==> config.mk <==
export PLATFORM = sky130hd
export DESIGN_NAME = weighted_choice_table
export DESIGN_NICKNAME = d
export VERILOG_FILES = /design/src/rtl/wct_pkg.sv /design/src/rtl/wct_gcd.sv /design/src/rtl/wct_cell.sv /design/src/rtl/weighted_choice_table.sv
export SDC_FILE = /design/constraint.sdc
export NUM_CORES = 2
export LEC_CHECK = 0
export BUFFER_PORTS_ARGS = -buffer_cell sky130_fd_sc_hd__buf_2
export CORE_ASPECT_RATIO = 0.75
export CORE_MARGIN = 2
export CORE_UTILIZATION = 30
export DETAILED_ROUTE_END_ITERATION = 7
export GPL_TIMING_DRIVEN = 0
export HOLD_SLACK_MARGIN = 0.02
export PLACE_DENSITY = 0.47
export SKIP_CTS_REPAIR_TIMING = 1
export SYNTH_ARGS = -nofsm -noshare
export SYNTH_HDL_FRONTEND = slang
export SYNTH_HIERARCHICAL = 1
export SYNTH_SLANG_ARGS = --single-unit
==> constraint.sdc <==
create_clock -name clk -period 11.9 [get_ports clk]
set_clock_uncertainty 0.2 [all_clocks]
set_input_delay 2.38 -clock clk [delete_from_list [all_inputs] [get_ports clk]]
set_output_delay 2.38 -clock clk [all_outputs]
set_load 0.01 [all_outputs]
==> src/rtl/wct_pkg.sv <==
// ----------------------------------------------------------------------------
// wct_pkg
// Shared sizes, codes, state types and cell interface structs for the
// weighted choice table.
// ----------------------------------------------------------------------------
package wct_pkg;

  localparam int MAX_CHOICES = 8;
  localparam int WEIGHT_BITS = 16;

  localparam int IDX_W   = (MAX_CHOICES > 1) ? $clog2(MAX_CHOICES) : 1;
  localparam int CNT_W   = $clog2(MAX_CHOICES + 1);
  localparam int TOTAL_W =
    $clog2(longint'(MAX_CHOICES) * ((longint'(1) << WEIGHT_BITS) - 1) + 1);
  localparam int K_W     = $clog2(WEIGHT_BITS);
  localparam int STEP_W  = $clog2(WEIGHT_BITS);

  // fixed port widths
  localparam int IN_WEIGHT_W = 16;
  localparam int SEL_W       = 19;
  localparam int IDX_OUT_W   = 3;
  localparam int TOTAL_OUT_W = 19;
  localparam int DIV_OUT_W   = 16;
  localparam int STATUS_W    = 2;
  localparam int OPT_W       = 4;
  localparam int ADDR_W      = 3;
  localparam int DATA_W      = 32;

  localparam int CMP_W  = (SEL_W > TOTAL_W) ? SEL_W : TOTAL_W;
  localparam int CMPO_W = (OPT_W > CNT_W) ? OPT_W : CNT_W;

  localparam logic OP_LOAD   = 1'b0;
  localparam logic OP_SAMPLE = 1'b1;

  localparam logic [STATUS_W-1:0] STATUS_OK       = 2'd0;
  localparam logic [STATUS_W-1:0] STATUS_RANGE    = 2'd1;
  localparam logic [STATUS_W-1:0] STATUS_OVERFLOW = 2'd2;

  localparam logic             REG_OPTION_COUNT = 1'b0;
  localparam logic [OPT_W-1:0] OPT_RESET        = 4'd8;

  typedef enum logic [2:0] {
    ST_IDLE,
    ST_GCD_GO,
    ST_GCD_WAIT,
    ST_DIV,
    ST_COMMIT,
    ST_SUM,
    ST_WALK
  } state_t;

  typedef enum logic [1:0] {
    G_IDLE,
    G_TWOS,
    G_ODD,
    G_LOOP
  } gcd_state_t;

  typedef struct packed {
    logic               act;
    logic               hit;
    logic [IDX_W-1:0]   idx;
    logic [TOTAL_W-1:0] val;
  } link_t;

  typedef struct packed {
    logic                   div_init;
    logic                   div_step;
    logic                   commit;
    logic                   sum_mode;
    logic                   loaded;
    logic [CNT_W-1:0]       count;
    logic [WEIGHT_BITS-1:0] divisor;
    logic [WEIGHT_BITS-1:0] wdata;
  } cell_ctl_t;

endpackage

==> src/rtl/wct_gcd.sv <==
// ----------------------------------------------------------------------------
// wct_gcd
// Iterative binary gcd unit, one shift or subtract per cycle.
// ----------------------------------------------------------------------------
module wct_gcd
  import wct_pkg::*;
(
  input  logic                   clk,
  input  logic                   rst_n,
  input  logic                   start,
  input  logic [WEIGHT_BITS-1:0] a_in,
  input  logic [WEIGHT_BITS-1:0] b_in,
  output logic                   done,
  output logic [WEIGHT_BITS-1:0] result
);

  gcd_state_t             state_r, state_nxt;
  logic [WEIGHT_BITS-1:0] a_r, a_nxt;
  logic [WEIGHT_BITS-1:0] b_r, b_nxt;
  logic [K_W-1:0]         k_r, k_nxt;
  logic                   done_r, done_nxt;
  logic [WEIGHT_BITS-1:0] res_r, res_nxt;

  always_ff @(posedge clk) begin
    if (!rst_n) begin
      state_r <= G_IDLE;
      done_r  <= 1'b0;
    end else begin
      state_r <= state_nxt;
      done_r  <= done_nxt;
    end
  end

  always_ff @(posedge clk) begin
    a_r   <= a_nxt;
    b_r   <= b_nxt;
    k_r   <= k_nxt;
    res_r <= res_nxt;
  end

  always_comb begin
    state_nxt = state_r;
    a_nxt     = a_r;
    b_nxt     = b_r;
    k_nxt     = k_r;
    res_nxt   = res_r;
    done_nxt  = 1'b0;
    case (state_r)
      G_IDLE: begin
        if (start) begin
          if (a_in == '0) begin
            res_nxt  = b_in;
            done_nxt = 1'b1;
          end else if (b_in == '0) begin
            res_nxt  = a_in;
            done_nxt = 1'b1;
          end else begin
            a_nxt     = a_in;
            b_nxt     = b_in;
            k_nxt     = '0;
            state_nxt = G_TWOS;
          end
        end
      end
      G_TWOS: begin
        // strip common factors of two
        if (!a_r[0] && !b_r[0]) begin
          a_nxt = a_r >> 1;
          b_nxt = b_r >> 1;
          k_nxt = k_r + K_W'(1);
        end else begin
          state_nxt = G_ODD;
        end
      end
      G_ODD: begin
        if (!a_r[0]) begin
          a_nxt = a_r >> 1;
        end else begin
          state_nxt = G_LOOP;
        end
      end
      G_LOOP: begin
        if (b_r == '0) begin
          res_nxt   = a_r << k_r;
          done_nxt  = 1'b1;
          state_nxt = G_IDLE;
        end else if (!b_r[0]) begin
          b_nxt = b_r >> 1;
        end else if (a_r > b_r) begin
          a_nxt = b_r;
          b_nxt = a_r - b_r;
        end else begin
          b_nxt = b_r - a_r;
        end
      end
      default: begin
        state_nxt = G_IDLE;
      end
    endcase
  end

  assign done   = done_r;
  assign result = res_r;

endmodule

==> src/rtl/wct_cell.sv <==
// ----------------------------------------------------------------------------
// wct_cell
// One table entry: staged weight, serial divider, stored weight, and one
// registered stage of the sum and sample walk chain.
// ----------------------------------------------------------------------------
module wct_cell
  import wct_pkg::*;
(
  input  logic                   clk,
  input  logic                   rst_n,
  input  logic [IDX_W-1:0]       cell_idx,
  input  cell_ctl_t              ctl,
  input  logic                   stage_we,
  input  link_t                  link_in,
  output link_t                  link_out,
  output logic [WEIGHT_BITS-1:0] stage_q
);

  logic [WEIGHT_BITS-1:0] stage_r, stage_nxt;
  logic [WEIGHT_BITS-1:0] rem_r, rem_nxt;
  logic [WEIGHT_BITS-1:0] stored_r, stored_nxt;
  link_t                  link_r, link_nxt;

  logic [WEIGHT_BITS:0]   rem_sh;
  logic                   rem_ge;
  logic [WEIGHT_BITS-1:0] w;
  logic [TOTAL_W-1:0]     wx;
  logic                   in_table;

  always_ff @(posedge clk) begin
    if (!rst_n) begin
      link_r.act <= 1'b0;
    end else begin
      link_r <= link_nxt;
    end
  end

  always_ff @(posedge clk) begin
    stage_r  <= stage_nxt;
    rem_r    <= rem_nxt;
    stored_r <= stored_nxt;
  end

  always_comb begin
    // restoring division, quotient shifts into the staged weight
    rem_sh = {rem_r, stage_r[WEIGHT_BITS-1]};
    rem_ge = rem_sh >= {1'b0, ctl.divisor};

    stage_nxt = stage_r;
    if (stage_we) begin
      stage_nxt = ctl.wdata;
    end else if (ctl.div_step) begin
      stage_nxt = {stage_r[WEIGHT_BITS-2:0], rem_ge};
    end

    rem_nxt = rem_r;
    if (ctl.div_init) begin
      rem_nxt = '0;
    end else if (ctl.div_step) begin
      rem_nxt = rem_ge ? WEIGHT_BITS'(rem_sh - {1'b0, ctl.divisor})
                       : rem_sh[WEIGHT_BITS-1:0];
    end

    stored_nxt = ctl.commit ? stage_r : stored_r;

    w        = ctl.loaded ? stored_r : WEIGHT_BITS'(1);
    wx       = TOTAL_W'(w);
    in_table = CNT_W'(cell_idx) < ctl.count;

    link_nxt = link_in;
    if (ctl.sum_mode) begin
      if (in_table) begin
        link_nxt.val = link_in.val + TOTAL_W'(stored_r);
      end
    end else if (!link_in.hit) begin
      if (wx > link_in.val) begin
        link_nxt.hit = 1'b1;
        link_nxt.idx = cell_idx;
      end else begin
        link_nxt.val = link_in.val - wx;
      end
    end
  end

  assign link_out = link_r;
  assign stage_q  = stage_r;

endmodule

==> src/rtl/weighted_choice_table.sv <==
// ----------------------------------------------------------------------------
// weighted_choice_table
// Weight table with gcd normalization and selector-driven index draw,
// built as a row of entry cells with a shared gcd unit.
//
// channel   direction  handshake                       payload
// input     in         start && !busy                  in_opcode .. in_selector
// result    out        out_valid, one cycle            out_chosen_index .. out_status
// config    in/out     psel&penable&pwrite&pready      paddr, pwdata, prdata
//
// plain load or rejected sample: result the cycle after the transfer, never busy
// sample: busy while the token walks one cell per cycle through the cell row
// last load: per staged entry a gcd start and a gcd wait, then the serial
//   divider steps, a commit, and a sum walk through the cell row
// reset: synchronous, no clearing pass; the receiver cannot stall
// ----------------------------------------------------------------------------
module weighted_choice_table
  import wct_pkg::*;
(
  input  logic                   clk,
  input  logic                   rst_n,
  input  logic                   start,
  output logic                   busy,
  input  logic                   in_opcode,
  input  logic [IN_WEIGHT_W-1:0] in_weight_value,
  input  logic                   in_last_weight,
  input  logic [SEL_W-1:0]       in_selector,
  output logic                   out_valid,
  output logic [IDX_OUT_W-1:0]   out_chosen_index,
  output logic [TOTAL_OUT_W-1:0] out_total_weight,
  output logic [DIV_OUT_W-1:0]   out_common_divisor,
  output logic [STATUS_W-1:0]    out_status,
  input  logic                   psel,
  input  logic                   penable,
  input  logic                   pwrite,
  input  logic [ADDR_W-1:0]      paddr,
  input  logic [DATA_W-1:0]      pwdata,
  output logic [DATA_W-1:0]      prdata,
  output logic                   pready
);

  state_t                 state_r, state_nxt;
  logic [CNT_W-1:0]       stage_cnt_r, stage_cnt_nxt;
  logic [CNT_W-1:0]       load_cnt_r, load_cnt_nxt;
  logic                   loaded_r, loaded_nxt;
  logic [TOTAL_W-1:0]     total_r, total_nxt;
  logic [WEIGHT_BITS-1:0] divisor_r, divisor_nxt;
  logic [OPT_W-1:0]       opt_r, opt_nxt;
  logic [IDX_W-1:0]       idx_r, idx_nxt;
  logic [STEP_W-1:0]      step_r, step_nxt;
  logic [WEIGHT_BITS-1:0] g_r, g_nxt;
  logic [STATUS_W-1:0]    hold_r, hold_nxt;
  link_t                  inj_r, inj_nxt;

  logic                   out_valid_r, out_valid_nxt;
  logic [IDX_OUT_W-1:0]   out_idx_r, out_idx_nxt;
  logic [TOTAL_OUT_W-1:0] out_total_r, out_total_nxt;
  logic [DIV_OUT_W-1:0]   out_div_r, out_div_nxt;
  logic [STATUS_W-1:0]    out_status_r, out_status_nxt;

  cell_ctl_t              cell_ctl;
  logic [MAX_CHOICES-1:0] stage_we;
  link_t                  chain_in  [MAX_CHOICES];
  link_t                  chain_out [MAX_CHOICES];
  logic [WEIGHT_BITS-1:0] stage_q   [MAX_CHOICES];
  link_t                  tail;

  logic                   gcd_start;
  logic                   gcd_done;
  logic [WEIGHT_BITS-1:0] gcd_result;

  logic [CNT_W-1:0]       def_cnt;
  logic [TOTAL_W-1:0]     total_cur;
  logic                   stage_full;
  logic [CNT_W-1:0]       cnt_after;
  logic [STATUS_W-1:0]    load_status;
  logic                   sel_bad;
  logic                   last_entry;
  logic                   cfg_we;

  // cell row
  assign chain_in[0] = inj_r;
  for (genvar i = 0; i < MAX_CHOICES; i++) begin : g_cell
    if (i > 0) begin : g_link
      assign chain_in[i] = chain_out[i-1];
    end
    wct_cell u_cell (
      .clk      (clk),
      .rst_n    (rst_n),
      .cell_idx (IDX_W'(i)),
      .ctl      (cell_ctl),
      .stage_we (stage_we[i]),
      .link_in  (chain_in[i]),
      .link_out (chain_out[i]),
      .stage_q  (stage_q[i])
    );
  end
  assign tail = chain_out[MAX_CHOICES-1];

  wct_gcd u_gcd (
    .clk    (clk),
    .rst_n  (rst_n),
    .start  (gcd_start),
    .a_in   (g_r),
    .b_in   (stage_q[idx_r]),
    .done   (gcd_done),
    .result (gcd_result)
  );

  // config port
  assign cfg_we  = psel & penable & pwrite & pready;
  assign pready  = 1'b1;
  assign prdata  = (paddr[2] == REG_OPTION_COUNT) ? DATA_W'(opt_r) : '0;
  assign opt_nxt = (cfg_we && paddr[2] == REG_OPTION_COUNT) ? pwdata[OPT_W-1:0] : opt_r;

  always_ff @(posedge clk) begin
    if (!rst_n) begin
      state_r     <= ST_IDLE;
      stage_cnt_r <= '0;
      load_cnt_r  <= '0;
      loaded_r    <= 1'b0;
      total_r     <= '0;
      divisor_r   <= WEIGHT_BITS'(1);
      opt_r       <= OPT_RESET;
      idx_r       <= '0;
      step_r      <= '0;
      out_valid_r <= 1'b0;
      inj_r.act   <= 1'b0;
    end else begin
      state_r     <= state_nxt;
      stage_cnt_r <= stage_cnt_nxt;
      load_cnt_r  <= load_cnt_nxt;
      loaded_r    <= loaded_nxt;
      total_r     <= total_nxt;
      divisor_r   <= divisor_nxt;
      opt_r       <= opt_nxt;
      idx_r       <= idx_nxt;
      step_r      <= step_nxt;
      out_valid_r <= out_valid_nxt;
      inj_r       <= inj_nxt;
    end
  end

  always_ff @(posedge clk) begin
    g_r          <= g_nxt;
    hold_r       <= hold_nxt;
    out_idx_r    <= out_idx_nxt;
    out_total_r  <= out_total_nxt;
    out_div_r    <= out_div_nxt;
    out_status_r <= out_status_nxt;
  end

  always_comb begin
    def_cnt = (CMPO_W'(opt_r) > CMPO_W'(MAX_CHOICES)) ? CNT_W'(MAX_CHOICES)
                                                       : CNT_W'(opt_r);
    total_cur   = loaded_r ? total_r : TOTAL_W'(def_cnt);
    stage_full  = stage_cnt_r == CNT_W'(MAX_CHOICES);
    cnt_after   = stage_full ? stage_cnt_r : stage_cnt_r + CNT_W'(1);
    load_status = stage_full ? STATUS_OVERFLOW : STATUS_OK;
    sel_bad     = (total_cur == '0) || (CMP_W'(in_selector) >= CMP_W'(total_cur));
    last_entry  = (CNT_W'(idx_r) + CNT_W'(1)) == load_cnt_r;

    state_nxt     = state_r;
    stage_cnt_nxt = stage_cnt_r;
    load_cnt_nxt  = load_cnt_r;
    loaded_nxt    = loaded_r;
    total_nxt     = total_r;
    divisor_nxt   = divisor_r;
    idx_nxt       = idx_r;
    step_nxt      = step_r;
    g_nxt         = g_r;
    hold_nxt      = hold_r;
    inj_nxt       = '0;
    stage_we      = '0;
    gcd_start     = 1'b0;

    cell_ctl          = '0;
    cell_ctl.sum_mode = state_r == ST_SUM;
    cell_ctl.loaded   = loaded_r;
    cell_ctl.count    = load_cnt_r;
    cell_ctl.divisor  = divisor_r;
    cell_ctl.wdata    = WEIGHT_BITS'(in_weight_value);

    out_valid_nxt  = 1'b0;
    out_idx_nxt    = out_idx_r;
    out_total_nxt  = out_total_r;
    out_div_nxt    = out_div_r;
    out_status_nxt = out_status_r;

    case (state_r)
      ST_IDLE: begin
        if (start) begin
          if (in_opcode == OP_LOAD) begin
            if (!stage_full) begin
              stage_we[stage_cnt_r[IDX_W-1:0]] = 1'b1;
            end
            if (in_last_weight) begin
              load_cnt_nxt  = cnt_after;
              stage_cnt_nxt = '0;
              g_nxt         = '0;
              idx_nxt       = '0;
              hold_nxt      = load_status;
              state_nxt     = ST_GCD_GO;
            end else begin
              stage_cnt_nxt  = cnt_after;
              out_valid_nxt  = 1'b1;
              out_idx_nxt    = '0;
              out_total_nxt  = TOTAL_OUT_W'(total_cur);
              out_div_nxt    = DIV_OUT_W'(divisor_r);
              out_status_nxt = load_status;
            end
          end else if (sel_bad) begin
            out_valid_nxt  = 1'b1;
            out_idx_nxt    = '0;
            out_total_nxt  = TOTAL_OUT_W'(total_cur);
            out_div_nxt    = DIV_OUT_W'(divisor_r);
            out_status_nxt = STATUS_RANGE;
          end else begin
            inj_nxt.act = 1'b1;
            inj_nxt.val = TOTAL_W'(in_selector);
            state_nxt   = ST_WALK;
          end
        end
      end
      ST_GCD_GO: begin
        gcd_start = 1'b1;
        state_nxt = ST_GCD_WAIT;
      end
      ST_GCD_WAIT: begin
        if (gcd_done) begin
          g_nxt = gcd_result;
          if (last_entry) begin
            divisor_nxt       = (gcd_result == '0) ? WEIGHT_BITS'(1) : gcd_result;
            cell_ctl.div_init = 1'b1;
            step_nxt          = '0;
            state_nxt         = ST_DIV;
          end else begin
            idx_nxt   = idx_r + IDX_W'(1);
            state_nxt = ST_GCD_GO;
          end
        end
      end
      ST_DIV: begin
        cell_ctl.div_step = 1'b1;
        step_nxt          = step_r + STEP_W'(1);
        if (step_r == STEP_W'(WEIGHT_BITS - 1)) begin
          state_nxt = ST_COMMIT;
        end
      end
      ST_COMMIT: begin
        cell_ctl.commit = 1'b1;
        inj_nxt.act     = 1'b1;
        state_nxt       = ST_SUM;
      end
      ST_SUM: begin
        if (tail.act) begin
          total_nxt      = tail.val;
          loaded_nxt     = 1'b1;
          out_valid_nxt  = 1'b1;
          out_idx_nxt    = '0;
          out_total_nxt  = TOTAL_OUT_W'(tail.val);
          out_div_nxt    = DIV_OUT_W'(divisor_r);
          out_status_nxt = hold_r;
          state_nxt      = ST_IDLE;
        end
      end
      ST_WALK: begin
        if (tail.act) begin
          out_valid_nxt  = 1'b1;
          out_idx_nxt    = IDX_OUT_W'(tail.idx);
          out_total_nxt  = TOTAL_OUT_W'(total_cur);
          out_div_nxt    = DIV_OUT_W'(divisor_r);
          out_status_nxt = STATUS_OK;
          state_nxt      = ST_IDLE;
        end
      end
      default: begin
        state_nxt = ST_IDLE;
      end
    endcase
  end

  assign busy               = state_r != ST_IDLE;
  assign out_valid          = out_valid_r;
  assign out_chosen_index   = out_idx_r;
  assign out_total_weight   = out_total_r;
  assign out_common_divisor = out_div_r;
  assign out_status         = out_status_r;

  // chain token only leaves the row during a sum or sample walk
  a_tail_mode: assert property (@(posedge clk) disable iff (!rst_n)
    tail.act |-> (state_r == ST_SUM || state_r == ST_WALK))
    else $error("chain token outside sum or walk");

  // every transfer ends in a result strobe or a long operation
  a_accept_resp: assert property (@(posedge clk) disable iff (!rst_n)
    (start && !busy) |=> (out_valid || busy))
    else $error("accepted item produced nothing");

  a_stage_cnt: assert property (@(posedge clk) disable iff (!rst_n)
    stage_cnt_r <= CNT_W'(MAX_CHOICES))
    else $error("staging count past table size");

  a_divisor_nz: assert property (@(posedge clk) disable iff (!rst_n)
    (state_r == ST_DIV) |-> (divisor_r != '0))
    else $error("zero divisor during division");

endmodule

==> impl_metrics.tcl <==
set metrics [dict create \
    outcome "complete, no violations" \
    maxSlewHeadroom_pct 10.0 \
    postSynthAreaPerCell_um2 9.62 \
    synthCells 5848 \
    fmax_ghz 0.188 \
    cts_made_buffers 89 \
    post-route-min-period_ns 5.33 \
    worst_setup_path_end_kind "primary output" \
    cts_buffer_depth 3 \
    grt_pass1_wl_um 290000 \
    setup_viol 0 \
    path_max_fanout 5 \
    die_w_um 504 \
    first_global_vias 43700 \
    min_period_over_period_pct 44.8 \
    syn-cell-area_um2 56200 \
    critPathBufInv 2 \
    final_antenna_net_count 0 \
    grt_usage_pct 20.0 \
    worstPathArrival_ns 2.75 \
    drive_gt1_share_pct 10.0 \
    startpoint_type "input port" \
    final_nets 6691 \
    worstPathRequired_ns 9.32 \
    ys_warn_count 6 \
    antenna_found_initial 33 \
    die_area_um2 191000 \
    drt-wirelength-per-cell_um 22.6 \
    crit_type "input port to primary output" \
    vias_per_cell 5.37 \
    crit_family "buffers and inverters" \
    hp-class "flop to flop" \
    wl_um 197000 \
    io_pins 153 \
    ir_drop_mv 0.147 \
    die-height_um 379 \
    fill_cells 19200 \
    dp.cells 8536 \
    slowest_delay_ns 0.14 \
    final_cells 8712 \
    num_vias 46800 \
    overflow 0 \
    tns_ns 0 \
    clk_pin_slew_ns 0.06 \
    p_leak_nw 23.3 \
    area_growth_pct 12.8 \
    grt_max_degree 104 \
    root_buffer "clkbuf_16" \
    drc 0 \
    start_util_pct 30.2 \
    pwr_density_cell_nw_per_um2 226 \
    clock_latency_ns 0.72 \
    timing.critical_path.mode_cell "buf_2" \
    initialDrtViolationCount 4267 \
    crit_chain "buf_2 -> nor2b_1 -> buf_2" \
    firstDrtPassIters 6 \
    slowest_stage "buf_2" \
    gp_congestion 0.929 \
    place_hpwl_um 153000 \
    worst_pin_slew_ns 1.34 \
    maxCapViolations 0 \
    cts_num_sinks 766 \
    cts_tree "built" \
    rsz0062_at_grt "false" \
    coreArea_um2 186000 \
    h-tree-depth 3 \
    final_max_slew_viol_count 0 \
    io_buffers 93 \
    fp-row-count 137 \
    hold_viol_final 0 \
]
flip-flops by register name, summed over array words and instances (netlist names), 19 cells and up:
signal,count
g_cell.u_cell/rem_r,128
g_cell.u_cell/stage_q,128
total_r,19
g_cell.u_cell/link_out,191
chain_in,20
g_cell.u_cell/stored_r,128
out_total_weight,19
layout make-up:
class / instances / area (um2) / share of cell area, %
multi-input combinational: 4626 / 33300 / 52.4
inverter: 287 / 1080 / 1.70
clock inverter: 60 / 619 / 0.977
antenna: 8 / 20.0 / 0.0316
timing repair buffer: 103 / 699 / 1.10
buffer: 253 / 1220 / 1.92
clock buffer: 107 / 2380 / 3.75
sequential: 766 / 21000 / 33.1
tap: 2502 / 3130 / 4.94
layer usage:
metal / GRT usage (%) / vias up / share of wire [%]
li1: - / 22400 / -
met1: 31.1 / 22800 / 51
met2: 28.6 / 1404 / 40
met3: 3.36 / 197 / 6.9
met4: 3.69 / 2 / 1.7
met5: 0 / - / 0.0061
metrics by stage:
step	hold slack [ns]	util (%)	instance area, um2	power (mW)	setup slack [ns]
6_report	0.228	34.1	63400	14.4	6.57
5_1_grt	0.256	34.1	63400	15.3	6.51
4_1_cts	0.229	34.0	63400	14.3	6.51
3_5_place_dp	0.215	32.4	60400	11.3	5.76
3_3_place_gp	0.210	32.3	60100	11.3	3.57
2_1_floorplan	0.206	-	56500	9.40	6.76
worst paths after layout:
kind / slack [ns] / to / startpoint / cells after the start
max: 6.57 / prdata[2] / paddr[2] / 3
min: 0.23 / g_cell[4].u_cell/link_out[23] / g_cell[3].u_cell/link_out[23] / 1
max reg2reg: 6.94 / g_cell[5].u_cell/link_out[4] / loaded_r / 13
min reg2reg: 0.23 / g_cell[4].u_cell/link_out[23] / g_cell[3].u_cell/link_out[23] / 1
placed cells by master (no fill, tap or decap), types with 196 or more instances in the layout:
master and instances:
edfxtp_1 567, nand2_1 497, ha_1 461, nor2_1 449, a21oi_1 424, o21ai_0 305
inv_1 284, mux2i_1 226, a211oi_1 208, xnor2_1 196, dfxtp_1 196
power by group:
part,switching [mW],internal [mW]
clock network,1.27,1.62
registers,0.646,3.61
logic,4.26,2.96
total,6.17,8.19
Note: power is estimated with default switching activity, not from simulation.
